==> config.mk <==
export PLATFORM = sky130hd
export DESIGN_NAME = sorted_task_timer_queue
export DESIGN_NICKNAME = d
export VERILOG_FILES = /design/src/design/sttq_pkg.sv /design/src/design/sttq_ram.sv /design/src/design/sttq_div.sv /design/src/design/sorted_task_timer_queue.sv
export SDC_FILE = /design/constraint.sdc
export NUM_CORES = 2
export LEC_CHECK = 0
export ABC_AREA = 1
export BUFFER_PORTS_ARGS = -buffer_cell sky130_fd_sc_hd__buf_2
export CORE_AREA = 2 2 422 424
export DETAILED_ROUTE_END_ITERATION = 10
export DIE_AREA = 0 0 424 426
export PLACE_DENSITY = 0.65
export SETUP_SLACK_MARGIN = 0.4
export SYNTH_ARGS = -nofsm -noshare
export SYNTH_HDL_FRONTEND = slang
export SYNTH_HIERARCHICAL = 1
export SYNTH_SLANG_ARGS = --single-unit
==> constraint.sdc <==
create_clock -name aclk -period 6.64 [get_ports aclk]
set_input_delay 0.664 -clock aclk [delete_from_list [all_inputs] [get_ports aclk]]
set_output_delay 0.664 -clock aclk [all_outputs]
set_load 0.005 [all_outputs]
==> src/design/sttq_pkg.sv <==
package sttq_pkg;

    // command codes carried in s_tuser
    localparam logic [1:0] CMD_ADD      = 2'd0;
    localparam logic [1:0] CMD_TICK     = 2'd1;
    localparam logic [1:0] CMD_DISPATCH = 2'd2;

    // status codes carried in m_tuser
    localparam logic [1:0] STAT_OK      = 2'd0;
    localparam logic [1:0] STAT_FULL    = 2'd1;
    localparam logic [1:0] STAT_NONE    = 2'd2;

    localparam int unsigned ID_W      = 8;
    localparam int unsigned DUE_W     = 32;
    localparam int unsigned PERIOD_W  = 22;
    localparam int unsigned PEND_W    = 8;
    localparam int unsigned MS_W      = 24;

    // most tasks run by one dispatch request
    localparam int unsigned MAX_RUN   = 16;
    localparam int unsigned RUN_CNT_W = 5;

    localparam logic [PERIOD_W-1:0] PERIOD_MAX = '1;
    localparam logic [PEND_W-1:0]   PEND_MAX   = '1;
    localparam logic [DUE_W-1:0]    DUE_MAX    = '1;

    typedef struct packed {
        logic [ID_W-1:0]     id;
        logic [DUE_W-1:0]    due;
        logic [PERIOD_W-1:0] period;
        logic [PEND_W-1:0]   pending;
    } entry_t;

endpackage

==> src/design/sttq_ram.sv <==
module sttq_ram #(
    parameter int unsigned WIDTH = 70,
    parameter int unsigned DEPTH = 16
) (
    input  logic                     aclk,
    input  logic                     we,
    input  logic [$clog2(DEPTH)-1:0] waddr,
    input  logic [WIDTH-1:0]         wdata,
    input  logic                     re,
    input  logic [$clog2(DEPTH)-1:0] raddr,
    output logic [WIDTH-1:0]         rdata
);

    logic [WIDTH-1:0] mem [DEPTH];

    // write port and registered read port
    always_ff @(posedge aclk) begin
        if (we) begin
            mem[waddr] <= wdata;
        end
        if (re) begin
            rdata <= mem[raddr];
        end
    end

endmodule

==> src/design/sttq_div.sv <==
module sttq_div #(
    parameter int unsigned N       = 24,
    parameter int unsigned DIVISOR = 10
) (
    input  logic         aclk,
    input  logic         aresetn,
    input  logic         start,
    input  logic [N-1:0] dividend,
    output logic         done,
    output logic [N-1:0] quotient
);

    // floor(x / DIVISOR) = (x * ceil(2^SH / DIVISOR)) >> SH for any N-bit x
    localparam int unsigned     SH      = N + $clog2(DIVISOR);
    localparam int unsigned     PW      = SH + N;
    localparam longint unsigned RECIP_L = ((64'd1 << SH) + 64'(DIVISOR) - 64'd1)
                                          / 64'(DIVISOR);
    localparam logic [PW-1:0]   RECIP   = PW'(RECIP_L);

    logic [PW-1:0] prod;
    logic [N-1:0]  quo_reg, quo_next;
    logic          done_reg, done_next;

    // multiply by the rounded-up reciprocal; quotient and done are registered on start
    assign prod = PW'(dividend) * RECIP;

    always_comb begin
        quo_next  = quo_reg;
        done_next = start;
        if (start) begin
            quo_next = prod[PW-1:SH];
        end
    end

    always_ff @(posedge aclk) begin
        if (!aresetn) begin
            done_reg <= 1'b0;
        end else begin
            done_reg <= done_next;
        end
        quo_reg <= quo_next;
    end

    assign done     = done_reg;
    assign quotient = quo_reg;

endmodule

==> src/design/sorted_task_timer_queue.sv <==
// Channel  Direction  Ports                      Contents
// s_       in         s_tvalid/s_tready          tuser=cmd, tdata=task_id,delay,period
// m_       out        m_tvalid/m_tready/m_tlast  tuser=run_valid,status, tdata=run_task
//
// One request at a time. Add: the two tick divisions (reciprocal multiply), then a
// read and a write per entry walked by the sorted insert. Tick: a read and a
// write per due head entry. Dispatch: per task run, a read and a write per
// entry shifted on pop plus the reinsert walk; each step is one read-modify-
// write of the entry RAM. Reset is synchronous and needs no clearing pass.
// A stalled m_ side holds the result and stops the sequencer until it drains.
module sorted_task_timer_queue #(
    parameter int unsigned QUEUE_DEPTH = 16,
    parameter int unsigned TICK_MS     = 10
) (
    input  logic        aclk,
    input  logic        aresetn,
    input  logic        s_tvalid,
    output logic        s_tready,
    input  logic [55:0] s_tdata,   // task_id[7:0], delay_ms[31:8], period_ms[55:32]
    input  logic [1:0]  s_tuser,   // cmd[1:0]
    output logic        m_tvalid,
    input  logic        m_tready,
    output logic [7:0]  m_tdata,   // run_task[7:0]
    output logic [2:0]  m_tuser,   // run_valid[0], status[2:1]
    output logic        m_tlast
);

    localparam int unsigned IW = $clog2(QUEUE_DEPTH);
    localparam int unsigned CW = $clog2(QUEUE_DEPTH + 1);
    localparam int unsigned EW = $bits(sttq_pkg::entry_t);
    localparam logic [CW-1:0] DEPTH_C = CW'(QUEUE_DEPTH);

    localparam logic [3:0] ST_IDLE   = 4'd0;
    localparam logic [3:0] ST_DIV    = 4'd1;
    localparam logic [3:0] ST_INS_RD = 4'd2;
    localparam logic [3:0] ST_INS_WR = 4'd3;
    localparam logic [3:0] ST_TCK_RD = 4'd4;
    localparam logic [3:0] ST_TCK_WR = 4'd5;
    localparam logic [3:0] ST_DSP_RD = 4'd6;
    localparam logic [3:0] ST_DSP_CK = 4'd7;
    localparam logic [3:0] ST_POP_RD = 4'd8;
    localparam logic [3:0] ST_POP_WR = 4'd9;
    localparam logic [3:0] ST_EMIT   = 4'd10;

    logic [3:0]    state_reg, state_next;
    logic [CW-1:0] count_reg, count_next;
    logic [31:0]   now_reg, now_next;
    logic [CW-1:0] j_reg, j_next;
    logic [sttq_pkg::RUN_CNT_W-1:0] n_reg, n_next;
    logic          dsp_reg, dsp_next;
    logic          held_reg, held_next;
    logic [7:0]    held_id_reg, held_id_next;
    sttq_pkg::entry_t new_reg, new_next;
    logic [7:0]    res_id_reg, res_id_next;
    logic          res_vld_reg, res_vld_next;
    logic [1:0]    res_stat_reg, res_stat_next;
    logic          res_last_reg, res_last_next;

    logic          m_tvalid_reg, m_tvalid_next;
    logic [7:0]    m_id_reg;
    logic          m_vld_reg;
    logic [1:0]    m_stat_reg;
    logic          m_last_reg;

    logic          out_free, out_load;
    logic [7:0]    out_id;
    logic          out_vld, out_last;
    logic [1:0]    out_stat;

    logic          we, re;
    logic [IW-1:0] waddr, raddr;
    sttq_pkg::entry_t wentry, rentry;
    logic [EW-1:0] rdata;

    logic          div_start, div_done_d, div_done_p;
    logic [23:0]   q_delay, q_period;
    logic [32:0]   sum_add, sum_re;

    assign rentry = sttq_pkg::entry_t'(rdata);

    sttq_ram #(.WIDTH(EW), .DEPTH(QUEUE_DEPTH)) u_ram (
        .aclk (aclk),
        .we   (we),
        .waddr(waddr),
        .wdata(EW'(wentry)),
        .re   (re),
        .raddr(raddr),
        .rdata(rdata)
    );

    sttq_div #(.N(sttq_pkg::MS_W), .DIVISOR(TICK_MS)) u_div_delay (
        .aclk    (aclk),
        .aresetn (aresetn),
        .start   (div_start),
        .dividend(s_tdata[31:8]),
        .done    (div_done_d),
        .quotient(q_delay)
    );

    sttq_div #(.N(sttq_pkg::MS_W), .DIVISOR(TICK_MS)) u_div_period (
        .aclk    (aclk),
        .aresetn (aresetn),
        .start   (div_start),
        .dividend(s_tdata[55:32]),
        .done    (div_done_p),
        .quotient(q_period)
    );

    assign out_free = !m_tvalid_reg || m_tready;
    assign s_tready = (state_reg == ST_IDLE);
    assign sum_add  = {1'b0, now_reg} + {9'd0, q_delay};
    assign sum_re   = {1'b0, rentry.due} + {11'd0, rentry.period};

    // sequencer: one RAM read, then its write-back, per step
    always_comb begin
        state_next    = state_reg;
        count_next    = count_reg;
        now_next      = now_reg;
        j_next        = j_reg;
        n_next        = n_reg;
        dsp_next      = dsp_reg;
        held_next     = held_reg;
        held_id_next  = held_id_reg;
        new_next      = new_reg;
        res_id_next   = res_id_reg;
        res_vld_next  = res_vld_reg;
        res_stat_next = res_stat_reg;
        res_last_next = res_last_reg;
        out_load      = 1'b0;
        out_id        = res_id_reg;
        out_vld       = res_vld_reg;
        out_stat      = res_stat_reg;
        out_last      = res_last_reg;
        we            = 1'b0;
        waddr         = j_reg[IW-1:0];
        wentry        = new_reg;
        re            = 1'b0;
        raddr         = j_reg[IW-1:0];
        div_start     = 1'b0;

        unique case (state_reg)
            ST_IDLE: begin
                res_id_next   = '0;
                res_vld_next  = 1'b0;
                res_stat_next = sttq_pkg::STAT_OK;
                res_last_next = 1'b1;
                if (s_tvalid) begin
                    unique case (s_tuser)
                        sttq_pkg::CMD_ADD: begin
                            if (count_reg >= DEPTH_C) begin
                                res_stat_next = sttq_pkg::STAT_FULL;
                                state_next    = ST_EMIT;
                            end else begin
                                div_start      = 1'b1;
                                new_next.id    = s_tdata[7:0];
                                dsp_next       = 1'b0;
                                state_next     = ST_DIV;
                            end
                        end
                        sttq_pkg::CMD_TICK: begin
                            j_next     = '0;
                            state_next = ST_TCK_RD;
                        end
                        sttq_pkg::CMD_DISPATCH: begin
                            n_next     = '0;
                            held_next  = 1'b0;
                            dsp_next   = 1'b1;
                            state_next = ST_DSP_RD;
                        end
                        default: begin
                            state_next = ST_EMIT;
                        end
                    endcase
                end
            end
            ST_DIV: begin
                if (div_done_d && div_done_p) begin
                    new_next.due     = sum_add[32] ? sttq_pkg::DUE_MAX : sum_add[31:0];
                    new_next.period  = (q_period[23:22] != 2'b00) ? sttq_pkg::PERIOD_MAX
                                                                   : q_period[21:0];
                    new_next.pending = '0;
                    j_next           = count_reg;
                    state_next       = ST_INS_RD;
                end
            end
            ST_INS_RD: begin
                if (j_reg == '0) begin
                    we         = 1'b1;
                    waddr      = '0;
                    count_next = count_reg + 1'b1;
                    state_next = dsp_reg ? ST_DSP_RD : ST_EMIT;
                end else begin
                    re         = 1'b1;
                    raddr      = IW'(j_reg - 1'b1);
                    state_next = ST_INS_WR;
                end
            end
            ST_INS_WR: begin
                we = 1'b1;
                if (rentry.due > new_reg.due) begin
                    wentry     = rentry;
                    j_next     = j_reg - 1'b1;
                    state_next = ST_INS_RD;
                end else begin
                    count_next = count_reg + 1'b1;
                    state_next = dsp_reg ? ST_DSP_RD : ST_EMIT;
                end
            end
            ST_TCK_RD: begin
                if (j_reg < count_reg) begin
                    re         = 1'b1;
                    state_next = ST_TCK_WR;
                end else begin
                    if (now_reg != sttq_pkg::DUE_MAX) now_next = now_reg + 1'b1;
                    state_next = ST_EMIT;
                end
            end
            ST_TCK_WR: begin
                if (rentry.due <= now_reg) begin
                    we     = 1'b1;
                    wentry = rentry;
                    if (rentry.pending != sttq_pkg::PEND_MAX) begin
                        wentry.pending = rentry.pending + 1'b1;
                    end
                    j_next     = j_reg + 1'b1;
                    state_next = ST_TCK_RD;
                end else begin
                    if (now_reg != sttq_pkg::DUE_MAX) now_next = now_reg + 1'b1;
                    state_next = ST_EMIT;
                end
            end
            ST_DSP_RD: begin
                if (count_reg != '0 &&
                    n_reg != sttq_pkg::RUN_CNT_W'(sttq_pkg::MAX_RUN)) begin
                    re         = 1'b1;
                    raddr      = '0;
                    state_next = ST_DSP_CK;
                end else begin
                    res_id_next   = held_id_reg;
                    res_vld_next  = held_reg;
                    res_stat_next = held_reg ? sttq_pkg::STAT_OK : sttq_pkg::STAT_NONE;
                    state_next    = ST_EMIT;
                end
            end
            ST_DSP_CK: begin
                if (rentry.pending == '0) begin
                    res_id_next   = held_id_reg;
                    res_vld_next  = held_reg;
                    res_stat_next = held_reg ? sttq_pkg::STAT_OK : sttq_pkg::STAT_NONE;
                    state_next    = ST_EMIT;
                end else if (!held_reg || out_free) begin
                    // flush the previous run, known now not to be the last
                    out_load         = held_reg;
                    out_id           = held_id_reg;
                    out_vld          = 1'b1;
                    out_stat         = sttq_pkg::STAT_OK;
                    out_last         = 1'b0;
                    held_next        = 1'b1;
                    held_id_next     = rentry.id;
                    new_next.id      = rentry.id;
                    new_next.due     = sum_re[32] ? sttq_pkg::DUE_MAX : sum_re[31:0];
                    new_next.period  = rentry.period;
                    new_next.pending = '0;
                    n_next           = n_reg + 1'b1;
                    j_next           = '0;
                    state_next       = ST_POP_RD;
                end
            end
            ST_POP_RD: begin
                if (j_reg + 1'b1 < count_reg) begin
                    re         = 1'b1;
                    raddr      = IW'(j_reg + 1'b1);
                    state_next = ST_POP_WR;
                end else begin
                    count_next = count_reg - 1'b1;
                    j_next     = count_reg - 1'b1;
                    state_next = ST_INS_RD;
                end
            end
            ST_POP_WR: begin
                we         = 1'b1;
                wentry     = rentry;
                j_next     = j_reg + 1'b1;
                state_next = ST_POP_RD;
            end
            ST_EMIT: begin
                if (out_free) begin
                    out_load   = 1'b1;
                    state_next = ST_IDLE;
                end
            end
            default: begin
                state_next = ST_IDLE;
            end
        endcase
    end

    // hold the result until the m_ side takes it
    always_comb begin
        m_tvalid_next = m_tvalid_reg;
        if (out_load) begin
            m_tvalid_next = 1'b1;
        end else if (m_tready) begin
            m_tvalid_next = 1'b0;
        end
    end

    always_ff @(posedge aclk) begin
        if (!aresetn) begin
            state_reg    <= ST_IDLE;
            count_reg    <= '0;
            now_reg      <= '0;
            j_reg        <= '0;
            n_reg        <= '0;
            dsp_reg      <= 1'b0;
            held_reg     <= 1'b0;
            m_tvalid_reg <= 1'b0;
        end else begin
            state_reg    <= state_next;
            count_reg    <= count_next;
            now_reg      <= now_next;
            j_reg        <= j_next;
            n_reg        <= n_next;
            dsp_reg      <= dsp_next;
            held_reg     <= held_next;
            m_tvalid_reg <= m_tvalid_next;
        end
        held_id_reg  <= held_id_next;
        new_reg      <= new_next;
        res_id_reg   <= res_id_next;
        res_vld_reg  <= res_vld_next;
        res_stat_reg <= res_stat_next;
        res_last_reg <= res_last_next;
        if (out_load) begin
            m_id_reg   <= out_vld ? out_id : '0;
            m_vld_reg  <= out_vld;
            m_stat_reg <= out_stat;
            m_last_reg <= out_last;
        end
    end

    assign m_tvalid = m_tvalid_reg;
    assign m_tdata  = m_id_reg;
    assign m_tuser  = {m_stat_reg, m_vld_reg};
    assign m_tlast  = m_last_reg;

endmodule

==> qor.yml <==
outcome:
  status: "finished, final reports clean"
setup_path:
  startpoint_type: "input pin"
  cp.arrival_ps: 6100
  worstSetupEndpointType: "flip-flop"
  critPathRequiredTime_ps: 7160
  cp_max_fo: 7
  criticalPathCategory: "in -> reg"
  cpMaxStageDelayCell: "fa_1"
  max_stage_delay_ps: 600
  crit_chain: "buf_2 > ha_1 > fa_1 > inv_1 > fa_1 > fa_1 > fa_1 > inv_1 > fa_1 > inv_1 > fa_1 > inv_1 > ha_1 > a21oi_1 > o21ai_0 > a21oi_1 > o21ai_0 > nand2_1 > nand2_1 > nand2_1 > nand2_1"
  cp_common_cell: "fa_1"
synth:
  synth_edf_count: 1325
  ys_seq_elements: 1381
  synth.distinct_cells: 62
  syn_inst: 9304
  synth_area_mm2: 0.0875
  syn_area_per_cell_um2: 9.40
  seq_area_frac_synth: 0.468
  synthFlopType: "edfxtp_1"
  ys.warnings.count: 6
  synthArstFlopShare: 0
clocking:
  cts_hold_buf: 0
  root_buffer: "clkbuf_16"
  insertion_delay_ps: 790
  post_cts_buffers: 0
  cts_tree: "built"
  cts_made_buffers: 139
  clockBufferDepth: 3
  path_clk_slew_ps: 60
  cts.sinks: 1381
  ctsHtreeMaxLevel: 4
  cts.repair.resized: 0
routing:
  first_pass_iters: 6
  drt_iter0_markers: 5803
  detail-route-antenna-nets: 0
  drt_wl_total_um: 251000
  drc: 0
  vias_per_cell: 5.36
  wire_per_inst_um: 21.3
  dr_total_vias: 63163
floorplanning:
  rows: 154
  coreArea_mm2: 0.176
  pin_count: 76
  initial_core_util: 0.498
  die_area_mm2: 0.181
  die_x_um: 424
  die_h_um: 426
timing:
  hold_viol: 0
  grt_setup_unrepaired: "no"
  worst_pin_slew_ps: 1270
  drv_slew: 0
  worst_slew_margin_rel: 0.150
  setup-tns-final_ps: 0
  skew_ps: 35.7
  period_share: 0.841
  fmax_mhz: 179
  setup_viol: 0
  layout_min_cycle_time_ps: 5580
global_route:
  grt_pass1_vias: 62140
  track_usage: 0.276
  antenna_found_initial: 3
  grt_pass1_wl_um: 379000
  grt_max_degree: 161
  grt-ovfl-total: 0
layout:
  layout-drive-gt1-share: 0.0578
  diodes: 0
  fin_nets: 10489
  syn2layout_area_growth_pct: 8.70
  fin_util: 0.541
  largest_reg_flops: 1120
place:
  hpwl_um: 165000
  port_buffers: 75
  gp_congestion: 0.978
job:
  maxCapViolations: 0
worst_hold_path:
  hp-class: "in -> reg"
[critical path: cells and delay by family]
family | cells | cell delay, ps
AOI/OAI and AO/OA | 4 | 850
adders and majority gates | 8 | 3900
buffers and inverters | 5 | 380
and+or+nand+nor | 4 | 300
[cell usage after synthesis (28+ instances only)]
master	instances	share of area
buf_2	155	0.0089
nor2_1	344	0.015
nand3_1	1025	0.059
xor2_1	99	0.0099
buf_1	38	0.0016
o21ai_1	37	0.0021
inv_1	1870	0.080
xnor2_1	40	0.0040
o21ai_0	174	0.010
ha_1	659	0.094
nand4_1	49	0.0035
inv_2	36	0.0015
nand2_1	2309	0.099
nor2_2	28	0.0020
edfxtp_1	1325	0.45
nor3_1	34	0.0019
a21oi_1	277	0.016
fa_1	421	0.096
clkbuf_1	66	0.0028
dfxtp_1	56	0.013
[area by class of cell]
class / count / area (µm²)
Clock inverter: 66 / 584
Timing Repair Buffer: 191 / 1650
Fill cell: 15749 / 80600
Clock buffer: 177 / 3700
Sequential cell: 1381 / 40900
Multi-Input combinational cell: 5724 / 38200
Tap cell: 2340 / 2930
Inverter: 1910 / 7190
[cells by family after synthesis]
logic type | after synthesis | synth area share
fa+ha+maj | 1080 | 0.191
simple gates | 3880 | 0.189
flops | 1381 | 0.468
other cells | 2 | 0.0000858
compound gates | 619 | 0.0404
xor+xnor | 139 | 0.0139
buf+inv | 2203 | 0.0986
[cells in the final DEF, fill, tap and decap left out, types with 28 or more instances in the layout]
cell type and n:
edfxtp_1 1325, inv_2 33, clkbuf_16 142, buf_2 75, nand4_1 49, clkbuf_1 33
clkinv_1 28, xnor2_1 40, inv_1 1870, o21ai_0 173, nor2_1 327, o21ai_1 38
xor2_1 99, buf_4 84, nand3_1 1025, dfxtp_1 56, buf_12 32, ha_1 659
nor3_1 34, a21oi_1 277, fa_1 421, nand2_1 2307
[path summary, 6_finish.rpt]
kind,endpoint,cells after the start,from,slack [ps]
worst max-delay path,u_div_delay/quotient[6],21,s_tdata[17],1060
worst min-delay path,new_reg[65],3,s_tdata[3],190
worst max register to register,u_ram/rdata[38],16,j_reg[0],1340
worst min register to register,held_id_reg[0],0,u_ram/rdata[62],490
[layer usage]
| layer | part of all wire | global-route usage | vias to the layer above | wire length, µm |
|---|---|---|---|---|
| li1 | - | - | 29927 | - |
| met1 | 0.42 | 0.368 | 30485 | 104000 |
| met2 | 0.48 | 0.464 | 2292 | 121000 |
| met3 | 0.064 | 0.0331 | 457 | 16100 |
| met4 | 0.039 | 0.101 | 2 | 9740 |
| met5 | 0.000048 | 0 | - | 12 |
[stage by stage]
stage	hold slack [ps]	setup slack [ps]	area, µm²	instances
finish	186	1060	95100	11789
global route	159	780	95100	11789
CTS	149	1140	95100	11789
detailed placement	470	305	90800	11546
global placement	475	348	90800	11546
floorplan	451	923	87500	9308
Power is not shown: default switching activity piles up to over one toggle a cycle in this logic, so the estimate is an artifact.
